File: src/hdl/mfpid_pkg.sv
// Shared constants, types and register codes of the median-filtered PID position controller.
package mfpid_pkg;

    // Filter window and mechanical stroke.
    localparam int WINDOW    = 15;
    localparam int STROKE_MM = 300;
    localparam int DEADBAND  = 1;

    // Field widths.
    localparam int SAMPLE_W = 10;
    localparam int POS_W    = 12;
    localparam int SUM_W    = 16;
    localparam int GAIN_W   = 8;
    localparam int MM_W     = 9;
    localparam int CFG_AW   = 3;
    localparam int CFG_DW   = 10;

    // Median engine indexing.
    localparam int RING_AW        = (WINDOW > 1) ? $clog2(WINDOW) : 1;
    localparam int IDX_W          = $clog2(WINDOW + 2);
    localparam int MID_HI         = WINDOW / 2;
    localparam int MID_LO         = (WINDOW > 1) ? WINDOW / 2 - 1 : 0;
    localparam int PTR_AFTER_FILL = 1 % WINDOW;

    // Position mapping and division.
    localparam int QUO_W  = $clog2(((1 << SAMPLE_W) - 1) * STROKE_MM + 1);
    localparam int NUM_W  = QUO_W + 1;
    localparam int DIV_CW = $clog2(QUO_W);

    // PID datapath.
    localparam int PROD_W = GAIN_W + 1 + SUM_W;
    localparam int ACC_W  = PROD_W + 2;

    // Stream widths.
    localparam int IN_TDATA_W  = 16;
    localparam int OUT_TDATA_W = 40;

    // Register reset values.
    localparam logic [MM_W-1:0]     TARGET_RST   = 9'd100;
    localparam logic [SAMPLE_W-1:0] POT_LOW_RST  = 10'd34;
    localparam logic [SAMPLE_W-1:0] POT_HIGH_RST = 10'd945;
    localparam logic [GAIN_W-1:0]   GAIN_P_RST   = 8'd12;
    localparam logic [GAIN_W-1:0]   GAIN_I_RST   = 8'd0;
    localparam logic [GAIN_W-1:0]   GAIN_D_RST   = 8'd0;
    localparam logic [MM_W-1:0]     IZONE_RST    = 9'd10;
    localparam logic [GAIN_W-1:0]   LIMIT_RST    = 8'd200;

    // Configuration register indexes.
    typedef enum logic [CFG_AW-1:0] {
        REG_TARGET   = 3'd0,
        REG_POT_LOW  = 3'd1,
        REG_POT_HIGH = 3'd2,
        REG_GAIN_P   = 3'd3,
        REG_GAIN_I   = 3'd4,
        REG_GAIN_D   = 3'd5,
        REG_IZONE    = 3'd6,
        REG_LIMIT    = 3'd7
    } cfg_reg_t;

    // Completion report of the median engine.
    typedef struct packed {
        logic                done;
        logic [SAMPLE_W-1:0] median;
    } med_res_t;

    // Completion report of the divider.
    typedef struct packed {
        logic             done;
        logic [QUO_W-1:0] quotient;
    } div_res_t;

endpackage

File: src/hdl/median_filtered_pid_position_control.sv
// Top level of the median-filtered PID position controller for one linear actuator.
//
// Usage: one 10-bit potentiometer sample enters per transaction on the s_ channel
// (s_tdata[9:0]). The sample joins a 15-entry window; the window median is mapped to
// millimetres, a PID term is formed against the target and one result transaction
// (direction, duty, position, error) leaves on the m_ channel. When the error is zero
// no result is produced for that sample. Registers are written through cfg_we, cfg_addr
// and cfg_wdata; the user must do so only while the block is idle (not enforced).
// Timing: a sample is taken only while the controller is idle, so the next sample waits
// until the previous one has left the control sequence; the first sample after reset
// fills the window. The two passes over the sorted-window memory and the 19-step divider
// are the longest steps of each later sample.
// Reset: registers return to their defaults, the loop state is cleared and the window
// is marked empty; the window memories are not cleared but filled by the next sample.
// Stall: a result waits in the output register; the next sample is accepted and worked
// on meanwhile, and its result waits until the earlier one has been taken.
module median_filtered_pid_position_control (
    input  logic                             aclk,
    input  logic                             aresetn,
    // s_tdata fields from bit 0: pot_sample[9:0], zero fill.
    input  logic                             s_tvalid,
    output logic                             s_tready,
    input  logic [mfpid_pkg::IN_TDATA_W-1:0]  s_tdata,
    // m_tdata fields from bit 0: extend_dir[0], duty[8:1], position_mm[20:9],
    // pos_error[32:21], zero fill.
    output logic                             m_tvalid,
    input  logic                             m_tready,
    output logic [mfpid_pkg::OUT_TDATA_W-1:0] m_tdata,
    input  logic                             cfg_we,
    input  mfpid_pkg::cfg_reg_t              cfg_addr,
    input  logic [mfpid_pkg::CFG_DW-1:0]      cfg_wdata
);
    import mfpid_pkg::*;

    typedef enum logic [7:0] {
        ST_IDLE = 8'b0000_0001,
        ST_MED  = 8'b0000_0010,
        ST_PREP = 8'b0000_0100,
        ST_DIV  = 8'b0000_1000,
        ST_ERR  = 8'b0001_0000,
        ST_INT  = 8'b0010_0000,
        ST_MAC  = 8'b0100_0000,
        ST_OUT  = 8'b1000_0000
    } ctl_state_t;

    ctl_state_t state_reg;

    // Configuration registers.
    logic [MM_W-1:0]     target_reg;
    logic [SAMPLE_W-1:0] pot_low_reg;
    logic [SAMPLE_W-1:0] pot_high_reg;
    logic [GAIN_W-1:0]   gain_p_reg;
    logic [GAIN_W-1:0]   gain_i_reg;
    logic [GAIN_W-1:0]   gain_d_reg;
    logic [MM_W-1:0]     izone_reg;
    logic [GAIN_W-1:0]   drive_limit_reg;

    // Loop state and datapath registers.
    logic signed [POS_W-1:0]  last_err_reg;
    logic signed [SUM_W-1:0]  sum_reg;
    logic signed [NUM_W-1:0]  num_reg;
    logic                     neg_reg;
    logic signed [POS_W-1:0]  pos_reg;
    logic signed [POS_W-1:0]  err_reg;
    logic signed [POS_W:0]    deriv_reg;
    logic [1:0]               mstep_reg;
    logic signed [PROD_W-1:0] prod_reg;
    logic signed [ACC_W-1:0]  acc_reg;
    logic                     m_tvalid_reg;
    logic [OUT_TDATA_W-1:0]   m_tdata_reg;

    logic       s_accept;
    med_res_t   med_res;
    div_res_t   div_res;
    logic       div_start;

    logic signed [SAMPLE_W:0]  span;
    logic [SAMPLE_W:0]         span_abs;
    logic signed [SAMPLE_W:0]  med_diff;
    logic signed [31:0]        num_full;
    logic [NUM_W-1:0]          num_abs;
    logic signed [POS_W-1:0]   quo_sat;
    logic signed [POS_W:0]     err_diff;
    logic signed [POS_W-1:0]   err_sat;
    logic [POS_W:0]            mag_full;
    logic [POS_W-1:0]          err_mag;
    logic signed [SUM_W:0]     sum_add;
    logic signed [SUM_W-1:0]   sum_sat;
    logic [GAIN_W-1:0]         mul_gain;
    logic signed [SUM_W-1:0]   mul_val;
    logic signed [PROD_W-1:0]  prod_full;
    logic signed [ACC_W-1:0]   lim_ext;
    logic signed [ACC_W-1:0]   drive;
    logic signed [ACC_W-1:0]   drive_abs;
    logic                      out_dir;
    logic [GAIN_W-1:0]         out_duty;
    logic                      out_free;

    assign s_accept = s_tvalid && s_tready;
    assign s_tready = (state_reg == ST_IDLE);
    assign m_tvalid = m_tvalid_reg;
    assign m_tdata  = m_tdata_reg;
    assign out_free = !m_tvalid_reg || m_tready;

    // Window median.
    mfpid_median u_median (
        .aclk    (aclk),
        .aresetn (aresetn),
        .start   (s_accept),
        .sample  (s_tdata[SAMPLE_W-1:0]),
        .res     (med_res)
    );

    // Position divider.
    mfpid_div u_div (
        .aclk     (aclk),
        .aresetn  (aresetn),
        .start    (div_start),
        .dividend (num_abs[QUO_W-1:0]),
        .divisor  (span_abs[SAMPLE_W-1:0]),
        .res      (div_res)
    );

    // Position mapping: numerator, span and saturated signed quotient.
    always_comb begin
        span      = $signed({1'b0, pot_high_reg}) - $signed({1'b0, pot_low_reg});
        span_abs  = span[SAMPLE_W] ? -span : span;
        med_diff  = $signed({1'b0, med_res.median}) - $signed({1'b0, pot_low_reg});
        num_full  = 32'(med_diff) * STROKE_MM;
        num_abs   = num_reg[NUM_W-1] ? -num_reg : num_reg;
        div_start = (state_reg == ST_PREP) && (span != '0);
        if (neg_reg) begin
            quo_sat = (32'(div_res.quotient) > 32'd2048) ? -12'sd2048
                      : -$signed(POS_W'(div_res.quotient));
        end else begin
            quo_sat = (32'(div_res.quotient) > 32'd2047) ? 12'sd2047
                      : $signed(POS_W'(div_res.quotient));
        end
    end

    // Error, its magnitude and the saturated integral.
    always_comb begin
        err_diff = $signed({4'b0, target_reg}) - $signed({pos_reg[POS_W-1], pos_reg});
        if (err_diff > 13'sd2047) begin
            err_sat = 12'sd2047;
        end else if (err_diff < -13'sd2048) begin
            err_sat = -12'sd2048;
        end else begin
            err_sat = err_diff[POS_W-1:0];
        end
        mag_full = err_reg[POS_W-1] ? -{err_reg[POS_W-1], err_reg}
                                    : {err_reg[POS_W-1], err_reg};
        err_mag  = mag_full[POS_W-1:0];
        sum_add  = $signed({sum_reg[SUM_W-1], sum_reg}) + (SUM_W + 1)'(err_reg);
        if (sum_add > 17'sd32767) begin
            sum_sat = 16'sd32767;
        end else if (sum_add < -17'sd32768) begin
            sum_sat = -16'sd32768;
        end else begin
            sum_sat = sum_add[SUM_W-1:0];
        end
    end

    // Shared multiplier: one PID term per step.
    always_comb begin
        case (mstep_reg)
            2'd0: begin
                mul_gain = gain_p_reg;
                mul_val  = SUM_W'(err_reg);
            end
            2'd1: begin
                mul_gain = gain_i_reg;
                mul_val  = sum_reg;
            end
            2'd2: begin
                mul_gain = gain_d_reg;
                mul_val  = SUM_W'(deriv_reg);
            end
            default: begin
                mul_gain = '0;
                mul_val  = '0;
            end
        endcase
        prod_full = $signed({1'b0, mul_gain}) * mul_val;
    end

    // Drive clamp, direction and duty.
    always_comb begin
        lim_ext = $signed({{(ACC_W - GAIN_W){1'b0}}, drive_limit_reg});
        if (acc_reg > lim_ext) begin
            drive = lim_ext;
        end else if (acc_reg < -lim_ext) begin
            drive = -lim_ext;
        end else begin
            drive = acc_reg;
        end
        drive_abs = drive[ACC_W-1] ? -drive : drive;
        out_dir   = !drive[ACC_W-1] && (drive != '0);
        out_duty  = (err_mag <= POS_W'(DEADBAND)) ? '0 : drive_abs[GAIN_W-1:0];
    end

    // Configuration writes.
    always_ff @(posedge aclk) begin
        if (!aresetn) begin
            target_reg      <= TARGET_RST;
            pot_low_reg     <= POT_LOW_RST;
            pot_high_reg    <= POT_HIGH_RST;
            gain_p_reg      <= GAIN_P_RST;
            gain_i_reg      <= GAIN_I_RST;
            gain_d_reg      <= GAIN_D_RST;
            izone_reg       <= IZONE_RST;
            drive_limit_reg <= LIMIT_RST;
        end else if (cfg_we) begin
            case (cfg_addr)
                REG_TARGET:   target_reg      <= cfg_wdata[MM_W-1:0];
                REG_POT_LOW:  pot_low_reg     <= cfg_wdata[SAMPLE_W-1:0];
                REG_POT_HIGH: pot_high_reg    <= cfg_wdata[SAMPLE_W-1:0];
                REG_GAIN_P:   gain_p_reg      <= cfg_wdata[GAIN_W-1:0];
                REG_GAIN_I:   gain_i_reg      <= cfg_wdata[GAIN_W-1:0];
                REG_GAIN_D:   gain_d_reg      <= cfg_wdata[GAIN_W-1:0];
                REG_IZONE:    izone_reg       <= cfg_wdata[MM_W-1:0];
                REG_LIMIT:    drive_limit_reg <= cfg_wdata[GAIN_W-1:0];
                default: begin
                end
            endcase
        end
    end

    // Control sequence and loop state.
    always_ff @(posedge aclk) begin
        if (!aresetn) begin
            state_reg    <= ST_IDLE;
            last_err_reg <= '0;
            sum_reg      <= '0;
            mstep_reg    <= '0;
            m_tvalid_reg <= 1'b0;
        end else begin
            if (m_tvalid_reg && m_tready && (state_reg != ST_OUT)) begin
                m_tvalid_reg <= 1'b0;
            end
            case (state_reg)
                ST_IDLE: begin
                    if (s_accept) begin
                        state_reg <= ST_MED;
                    end
                end
                ST_MED: begin
                    if (med_res.done) begin
                        num_reg   <= num_full[NUM_W-1:0];
                        state_reg <= ST_PREP;
                    end
                end
                ST_PREP: begin
                    neg_reg <= num_reg[NUM_W-1] ^ span[SAMPLE_W];
                    if (span == '0) begin
                        pos_reg   <= '0;
                        state_reg <= ST_ERR;
                    end else begin
                        state_reg <= ST_DIV;
                    end
                end
                ST_DIV: begin
                    if (div_res.done) begin
                        pos_reg   <= quo_sat;
                        state_reg <= ST_ERR;
                    end
                end
                ST_ERR: begin
                    err_reg   <= err_sat;
                    state_reg <= ST_INT;
                end
                ST_INT: begin
                    if (err_mag < POS_W'(DEADBAND)) begin
                        state_reg <= ST_IDLE;
                    end else begin
                        deriv_reg    <= $signed({err_reg[POS_W-1], err_reg})
                                        - $signed({last_err_reg[POS_W-1], last_err_reg});
                        last_err_reg <= err_reg;
                        sum_reg      <= (err_mag <= {3'b0, izone_reg}) ? sum_sat : '0;
                        acc_reg      <= '0;
                        mstep_reg    <= '0;
                        state_reg    <= ST_MAC;
                    end
                end
                ST_MAC: begin
                    prod_reg  <= prod_full;
                    mstep_reg <= mstep_reg + 2'd1;
                    if (mstep_reg != 2'd0) begin
                        acc_reg <= acc_reg + ACC_W'(prod_reg);
                    end
                    if (mstep_reg == 2'd3) begin
                        state_reg <= ST_OUT;
                    end
                end
                ST_OUT: begin
                    if (out_free) begin
                        m_tvalid_reg <= 1'b1;
                        m_tdata_reg  <= {{(OUT_TDATA_W - 2 * POS_W - GAIN_W - 1){1'b0}},
                                         err_reg, pos_reg, out_duty, out_dir};
                        state_reg    <= ST_IDLE;
                    end
                end
                default: begin
                    state_reg <= ST_IDLE;
                end
            endcase
        end
    end

    // The median engine reports only while the controller waits for it.
    a_med_done_in_wait: assert property (@(posedge aclk) disable iff (!aresetn)
        med_res.done |-> (state_reg == ST_MED))
        else $error("median engine finished outside its wait state");

    // The divider reports only while the controller waits for it.
    a_div_done_in_wait: assert property (@(posedge aclk) disable iff (!aresetn)
        div_res.done |-> (state_reg == ST_DIV))
        else $error("divider finished outside its wait state");

    // A finished result is held back while the previous one is still pending.
    a_out_waits: assert property (@(posedge aclk) disable iff (!aresetn)
        ((state_reg == ST_OUT) && m_tvalid_reg && !m_tready) |=> (state_reg == ST_OUT))
        else $error("result loaded over a pending transaction");

    // The duty never exceeds the drive limit.
    a_duty_limit: assert property (@(posedge aclk) disable iff (!aresetn)
        m_tvalid_reg |-> (m_tdata_reg[GAIN_W:1] <= drive_limit_reg))
        else $error("duty above drive limit");

endmodule

File: src/hdl/mfpid_ram.sv
// Generic simple dual-port RAM with one write port and a registered read port.
module mfpid_ram #(
    parameter int WIDTH = 8,
    parameter int DEPTH = 16,
    parameter int AW    = (DEPTH > 1) ? $clog2(DEPTH) : 1
) (
    input  logic             clk,
    input  logic             we,
    input  logic [AW-1:0]    waddr,
    input  logic [WIDTH-1:0] wdata,
    input  logic [AW-1:0]    raddr,
    output logic [WIDTH-1:0] rdata
);

    logic [WIDTH-1:0] mem [DEPTH];

    // Write and registered read.
    always_ff @(posedge clk) begin
        if (we) begin
            mem[waddr] <= wdata;
        end
        rdata <= mem[raddr];
    end

endmodule

File: src/hdl/mfpid_median.sv
// Median engine: sample ring memory plus a sorted copy that is updated in two passes.
module mfpid_median (
    input  logic                          aclk,
    input  logic                          aresetn,
    input  logic                          start,
    input  logic [mfpid_pkg::SAMPLE_W-1:0] sample,
    output mfpid_pkg::med_res_t           res
);
    import mfpid_pkg::*;

    typedef enum logic [4:0] {
        MS_IDLE  = 5'b00001,
        MS_FILL  = 5'b00010,
        MS_OLD   = 5'b00100,
        MS_CNT   = 5'b01000,
        MS_SHIFT = 5'b10000
    } med_state_t;

    med_state_t state_reg;
    logic                primed_reg;
    logic [RING_AW-1:0]  ptr_reg;
    logic [IDX_W-1:0]    idx_reg;
    logic [SAMPLE_W-1:0] sample_reg;
    logic [SAMPLE_W-1:0] old_reg;
    logic [IDX_W-1:0]    lt_old_reg;
    logic [IDX_W-1:0]    lt_new_reg;
    logic [SAMPLE_W-1:0] prev_reg;
    logic [SAMPLE_W-1:0] prev2_reg;
    logic [SAMPLE_W-1:0] med_lo_reg;
    logic [SAMPLE_W-1:0] med_hi_reg;
    logic                done_reg;

    logic                ring_we;
    logic [RING_AW-1:0]  ring_waddr;
    logic [SAMPLE_W-1:0] ring_rdata;
    logic                sort_we;
    logic [RING_AW-1:0]  sort_waddr;
    logic [SAMPLE_W-1:0] sort_wdata;
    logic [SAMPLE_W-1:0] sort_rdata;

    logic [IDX_W-1:0]    pos_j;
    logic [IDX_W-1:0]    rm_pos;
    logic [IDX_W-1:0]    ins_pos;
    logic [SAMPLE_W-1:0] c_val;
    logic [SAMPLE_W:0]   med_sum;

    // Ring of raw samples; the read port always looks at the oldest entry.
    mfpid_ram #(.WIDTH(SAMPLE_W), .DEPTH(WINDOW)) u_ring_mem (
        .clk   (aclk),
        .we    (ring_we),
        .waddr (ring_waddr),
        .wdata (sample_reg),
        .raddr (ptr_reg),
        .rdata (ring_rdata)
    );

    // Sorted copy of the ring contents.
    mfpid_ram #(.WIDTH(SAMPLE_W), .DEPTH(WINDOW)) u_sort_mem (
        .clk   (aclk),
        .we    (sort_we),
        .waddr (sort_waddr),
        .wdata (sort_wdata),
        .raddr (idx_reg[RING_AW-1:0]),
        .rdata (sort_rdata)
    );

    // Merge step: the new sorted entry j is drawn from the old entries j-1, j, j+1 or the
    // new sample, given where the evicted value leaves and the new one enters.
    always_comb begin
        pos_j   = idx_reg - IDX_W'(2);
        rm_pos  = lt_old_reg;
        ins_pos = lt_new_reg - IDX_W'(old_reg < sample_reg);
        if (pos_j < ins_pos) begin
            c_val = (pos_j < rm_pos) ? prev_reg : sort_rdata;
        end else if (pos_j == ins_pos) begin
            c_val = sample_reg;
        end else begin
            c_val = (pos_j <= rm_pos) ? prev2_reg : prev_reg;
        end
    end

    // Memory write ports.
    always_comb begin
        ring_we    = (state_reg == MS_FILL) || (state_reg == MS_OLD);
        ring_waddr = (state_reg == MS_FILL) ? idx_reg[RING_AW-1:0] : ptr_reg;
        sort_we    = (state_reg == MS_FILL) ||
                     ((state_reg == MS_SHIFT) && (idx_reg >= IDX_W'(2)));
        sort_waddr = (state_reg == MS_FILL) ? idx_reg[RING_AW-1:0] : pos_j[RING_AW-1:0];
        sort_wdata = (state_reg == MS_FILL) ? sample_reg : c_val;
    end

    // Median of the updated window.
    always_comb begin
        med_sum    = {1'b0, med_lo_reg} + {1'b0, med_hi_reg};
        res.done   = done_reg;
        res.median = (WINDOW % 2 == 1) ? med_hi_reg : med_sum[SAMPLE_W:1];
    end

    // Sequencer: fill on the first sample, else evict, count ranks, rewrite sorted copy.
    always_ff @(posedge aclk) begin
        if (!aresetn) begin
            state_reg  <= MS_IDLE;
            primed_reg <= 1'b0;
            ptr_reg    <= '0;
            idx_reg    <= '0;
            done_reg   <= 1'b0;
        end else begin
            done_reg <= 1'b0;
            case (state_reg)
                MS_IDLE: begin
                    if (start) begin
                        sample_reg <= sample;
                        idx_reg    <= '0;
                        state_reg  <= primed_reg ? MS_OLD : MS_FILL;
                    end
                end
                MS_FILL: begin
                    idx_reg <= idx_reg + IDX_W'(1);
                    if (idx_reg == IDX_W'(WINDOW - 1)) begin
                        primed_reg <= 1'b1;
                        ptr_reg    <= RING_AW'(PTR_AFTER_FILL);
                        med_lo_reg <= sample_reg;
                        med_hi_reg <= sample_reg;
                        done_reg   <= 1'b1;
                        state_reg  <= MS_IDLE;
                    end
                end
                MS_OLD: begin
                    old_reg    <= ring_rdata;
                    ptr_reg    <= (ptr_reg == RING_AW'(WINDOW - 1)) ? '0
                                  : ptr_reg + RING_AW'(1);
                    idx_reg    <= '0;
                    lt_old_reg <= '0;
                    lt_new_reg <= '0;
                    state_reg  <= MS_CNT;
                end
                MS_CNT: begin
                    idx_reg <= idx_reg + IDX_W'(1);
                    if (idx_reg != '0) begin
                        lt_old_reg <= lt_old_reg + IDX_W'(sort_rdata < old_reg);
                        lt_new_reg <= lt_new_reg + IDX_W'(sort_rdata < sample_reg);
                    end
                    if (idx_reg == IDX_W'(WINDOW)) begin
                        idx_reg   <= '0;
                        state_reg <= MS_SHIFT;
                    end
                end
                MS_SHIFT: begin
                    prev2_reg <= prev_reg;
                    prev_reg  <= sort_rdata;
                    idx_reg   <= idx_reg + IDX_W'(1);
                    if (idx_reg >= IDX_W'(2)) begin
                        if (pos_j == IDX_W'(MID_HI)) begin
                            med_hi_reg <= c_val;
                        end
                        if (pos_j == IDX_W'(MID_LO)) begin
                            med_lo_reg <= c_val;
                        end
                    end
                    if (idx_reg == IDX_W'(WINDOW + 1)) begin
                        done_reg  <= 1'b1;
                        state_reg <= MS_IDLE;
                    end
                end
                default: begin
                    state_reg <= MS_IDLE;
                end
            endcase
        end
    end

endmodule

File: src/hdl/mfpid_div.sv
// Restoring unsigned divider, one quotient bit per cycle.
module mfpid_div (
    input  logic                          aclk,
    input  logic                          aresetn,
    input  logic                          start,
    input  logic [mfpid_pkg::QUO_W-1:0]    dividend,
    input  logic [mfpid_pkg::SAMPLE_W-1:0] divisor,
    output mfpid_pkg::div_res_t           res
);
    import mfpid_pkg::*;

    logic                busy_reg;
    logic                done_reg;
    logic [DIV_CW-1:0]   cnt_reg;
    logic [SAMPLE_W-1:0] rem_reg;
    logic [QUO_W-1:0]    quo_reg;
    logic [SAMPLE_W-1:0] dvs_reg;

    logic [SAMPLE_W:0]   shifted;
    logic [SAMPLE_W:0]   trial;
    logic                ge;

    // Trial subtraction of the divisor from the shifted partial remainder.
    always_comb begin
        shifted = {rem_reg, quo_reg[QUO_W-1]};
        trial   = shifted - {1'b0, dvs_reg};
        ge      = (shifted >= {1'b0, dvs_reg});
    end

    assign res.done     = done_reg;
    assign res.quotient = quo_reg;

    // Iteration control.
    always_ff @(posedge aclk) begin
        if (!aresetn) begin
            busy_reg <= 1'b0;
            done_reg <= 1'b0;
            cnt_reg  <= '0;
        end else begin
            done_reg <= 1'b0;
            if (start) begin
                busy_reg <= 1'b1;
                cnt_reg  <= '0;
            end else if (busy_reg) begin
                cnt_reg <= cnt_reg + DIV_CW'(1);
                if (cnt_reg == DIV_CW'(QUO_W - 1)) begin
                    busy_reg <= 1'b0;
                    done_reg <= 1'b1;
                end
            end
        end
    end

    // Remainder and quotient shift register.
    always_ff @(posedge aclk) begin
        if (start) begin
            rem_reg <= '0;
            quo_reg <= dividend;
            dvs_reg <= divisor;
        end else if (busy_reg) begin
            rem_reg <= ge ? trial[SAMPLE_W-1:0] : shifted[SAMPLE_W-1:0];
            quo_reg <= {quo_reg[QUO_W-2:0], ge};
        end
    end

endmodule

File: config.mk
export PLATFORM = sky130hd
export DESIGN_NAME = median_filtered_pid_position_control
export DESIGN_NICKNAME = d
export VERILOG_FILES = /design/src/hdl/mfpid_pkg.sv /design/src/hdl/median_filtered_pid_position_control.sv /design/src/hdl/mfpid_ram.sv /design/src/hdl/mfpid_median.sv /design/src/hdl/mfpid_div.sv
export SDC_FILE = /design/constraint.sdc
export NUM_CORES = 2
export LEC_CHECK = 0
export BUFFER_PORTS_ARGS = -buffer_cell sky130_fd_sc_hd__buf_2
export CORE_UTILIZATION = 69
export CTS_CLUSTER_SIZE = 30
export DETAILED_ROUTE_END_ITERATION = 6
export GPL_ROUTABILITY_DRIVEN = 0
export PLACE_DENSITY = 0.86
export SYNTH_ARGS = -nofsm -noshare
export SYNTH_HDL_FRONTEND = slang
export SYNTH_HIERARCHICAL = 1
export SYNTH_SLANG_ARGS = --single-unit
export TNS_END_PERCENT = 20
File: constraint.sdc
create_clock -name aclk -period 16.1 [get_ports aclk]
set_input_delay 4.83 -clock aclk [delete_from_list [all_inputs] [get_ports aclk]]
set_output_delay 4.83 -clock aclk [all_outputs]
set_load 0.01 [all_outputs]
==> summary.txt <==
Outcome
  • Status: finished, final reports clean

Critical path
  • Crit path max-delay family: adder cells
  • Worst r2r dst: prod_reg[24]$_DFFE_PP_
  • CP cell instances: inv_1 > ha_1 > a222oi_1 > or2_2 > nor2_1 > fa_1 > fa_1 > inv_1 > fa_1 > fa_1 > inv_1 > ha_1 > a21oi_1 > o21bai_1 > a21o_1 > a21oi_1 > o21ai_0 > a211o_1 > a31o_2 > a21oi_1 > xnor2_1
  • Worst R2R Start: mstep_reg[0]$_SDFFE_PN0P_
  • Max stage delay on crit path: 1.03 ns
  • Critical path buffer and inverter count: 3
  • Worst EP required: 16.45 ns
  • Startpoint types: register
  • CP Capture Type: register
  • Setup slack, reg-to-reg: around 9 ns
  • Crit-path slowest cell: a222oi_1
  • Reg2Reg Depth: 21
  • Most common cell on crit path: fa_1
  • CP Class: register to register
  • Crit path max fanout: 21
  • CP arrival: 7.55 ns

GRT
  • Antenna violations before repair: 7
  • Overall routing resource usage: 32.9%
  • Grt total ovfl: 0
  • GRT busiest layer: met2
  • First-pass GRT wire length: ~150 mm
  • Grt met2 use: 54.4%
  • GR Layer Usage met3: 6.29%
  • Largest net degree at the start of global routing: 54
  • Vias in the first global route: about 29000
  • Met1 usage: 42.1%

Routing
  • Drt pass-1 iters: 7
  • Wirelength, routed: 98.2 mm
  • Antenna Nets Post-Route: 0
  • DRC violations left: 0
  • Routed wire length per instance: 21.4 µm
  • Initial DRC Count: 3507
  • Vias: 29600
  • Via-to-Cell Ratio: 6.45

Timing
  • Final WS setup: 8.91 ns
  • Max Slew Vio Count: 0
  • Max_slew headroom: 11.6%
  • Hold slack final: between 0.4 and 0.5 ns
  • Final Cycle Share: about 45%
  • Actual slew at the worst max-slew pin: 1.33 ns
  • RSZ-0062 raised after global routing: false
  • Fin Setup TNS: 0 ns
  • Final Critical Period: 7.19 ns
  • Setup Skew: 0.0271 ns
  • Hold Vio Cnt, Final: 0
  • Fmax: roughly 0.14 GHz
  • Final setup vio count: 0

Yosys
  • Seq/Total Area, Yosys: 46.8%
  • Mapped Cells: 3703
  • Top FF cell, synth: edfxtp_1
  • Main area contributors after synthesis: edfxtp_1, ha_1, dfxtp_1
  • YS warnings: 6
  • EDFF count, synth: 530
  • Syn Area/Cell: 11.0 µm²
  • Post-synth top area cell: edfxtp_1
  • Synth cell types: 103
  • #FFs+latches synth: slightly below 700
  • Mapped Area: 40900 µm²
  • Async set or reset register ratio after synthesis: 0%
  • Post-synth top area share: between 30% and 40%

Job
  • Max-cap viol count: 0

Die
  • Placement Rows: 88
  • Chip width: roughly 250 µm
  • Initial Util: 70.4%
  • Full die area: roughly 60000 µm²
  • CORE AREA: just under 60000 µm²
  • Die Height: 245 µm
  • I/O Pins: 76

Place
  • DP Cell Count: 4451
  • IO Port Bufs: 62
  • Pre-CTS setup slack: 8.53 ns
  • Placed wire-length estimate: 64.9 mm
  • Cell Area, Placed: 41800 µm²

Clock tree
  • Setup repair bufs after CTS: 0
  • H-tree depth: 3
  • Max clock buf depth: 3
  • Clock latency on the worst-skew pair: 0.64 ns
  • CTS Hold Bufs: 0
  • CTS tree: yes
  • Post-CTS sizing: 0
  • Sink Count: 692
  • Root buffer cell: clkbuf_16
  • Reg clk slew, reported paths: 0.06 ns
  • Num CTS Buffers: 72

Pwr
  • Peak supply drop: about 0.13 mV
  • Leak: approximately 17 nW
  • Power Density: 102 nW/µm²
  • Total power: between 4 and 5 mW

Final layout
  • Share of layout cells above drive strength 1: 9.56%
  • Final nets: 4219
  • Area growth syn-to-layout: 8.30%
  • Design area: around 44000 µm²
  • Non-filler instance count after layout: 4588
  • Final core occ: around 76%

Min path
  • Worst Hold Depth: 0
  • Hold Path Sink: u_median/old_reg[7]$_DFFE_PP_
  • Hold path start: u_median/u_ring_mem/rdata[7]$_DFF_P_
  • Worst Hold Class: register to register
-- how the worst max path moves through the flow --
stage,start,endpoint,depth (start not counted)
after floorplan,aresetn,m_tdata[0]$_DFFE_PP_,3
after global placement,aresetn,pos_reg[10]$_SDFFCE_PN0P_,5
after detailed placement,aresetn,pos_reg[10]$_SDFFCE_PN0P_,5
after CTS,mstep_reg[0]$_SDFFE_PN0P_,prod_reg[24]$_DFFE_PP_,23
after global routing,mstep_reg[0]$_SDFFE_PN0P_,prod_reg[24]$_DFFE_PP_,23
final,mstep_reg[0]$_SDFFE_PN0P_,prod_reg[24]$_DFFE_PP_,21
-- cell usage after synthesis (all sizes together), types with 21 or more instances --
| master | instances |
|---|---|
| buf | 56 |
| a22oi | 25 |
| nor2 | 311 |
| a222oi | 24 |
| o21a | 29 |
| nand3 | 65 |
| mux4 | 52 |
| o21bai | 21 |
| mux2 | 22 |
| or3 | 31 |
| edfxtp | 530 |
| dfxtp | 162 |
| xor2 | 46 |
| a31oi | 30 |
| clkbuf | 75 |
| nand2b | 56 |
| mux2i | 61 |
| nand4 | 24 |
| a21oi | 183 |
| nor2b | 39 |
| nand2 | 347 |
| inv | 403 |
| nor3 | 65 |
| and2 | 31 |
| o21ai | 118 |
| a21o | 49 |
| xnor2 | 106 |
| o211ai | 49 |
| or2 | 21 |
| ha | 297 |
| fa | 128 |
-- per-layer routing --
layer / up-vias / routed length [µm]
li1: 13300 / -
met1: 14100 / 37300
met2: 1739 / 47000
met5: - / 0
met4: 0 / 4410
met3: 374 / 9560
-- logic make-up after synthesis --
logic type	synth area share (%)
xor+xnor	3.25
simple gates	12.5
other cells	0.00917
compound gates	11.5
buf+inv	5.55
flops	46.8
mux	5.04
fa+ha+maj	15.3
-- final cells by class --
type / instances / area [µm²]
multi-input cells: 2485 / 19500
fillers: 3535 / 13800
inverters: 403 / 1510
flip-flops and latches: 692 / 19200
diodes: 4 / 10.0
clock inverters: 44 / 536
repair buffers: 106 / 641
well taps: 765 / 957
clock buffers: 89 / 1940
-- layout by cell type, fill, tap and decap left out, types with 92 or more instances in the layout --
master    netlist  layout
a21oi_1       182     181
dfxtp_1       162     158
edfxtp_1      530     530
fa_1          128     128
ha_1          297     297
inv_1         402     402
nand2_1       346     346
nor2_1        309     308
o21ai_0        92      92
xnor2_1       106     106
-- report_power, final --
group          switching (mW)  internal (mW)  leakage (nW)  total (mW)
combinational           0.428          0.260          10.1       0.689
sequential             0.0405           2.02          6.10        2.06
clock                   0.745           1.00          1.21        1.75
total                    1.21           3.28          17.4        4.50
(Power assumes the default switching activity.)
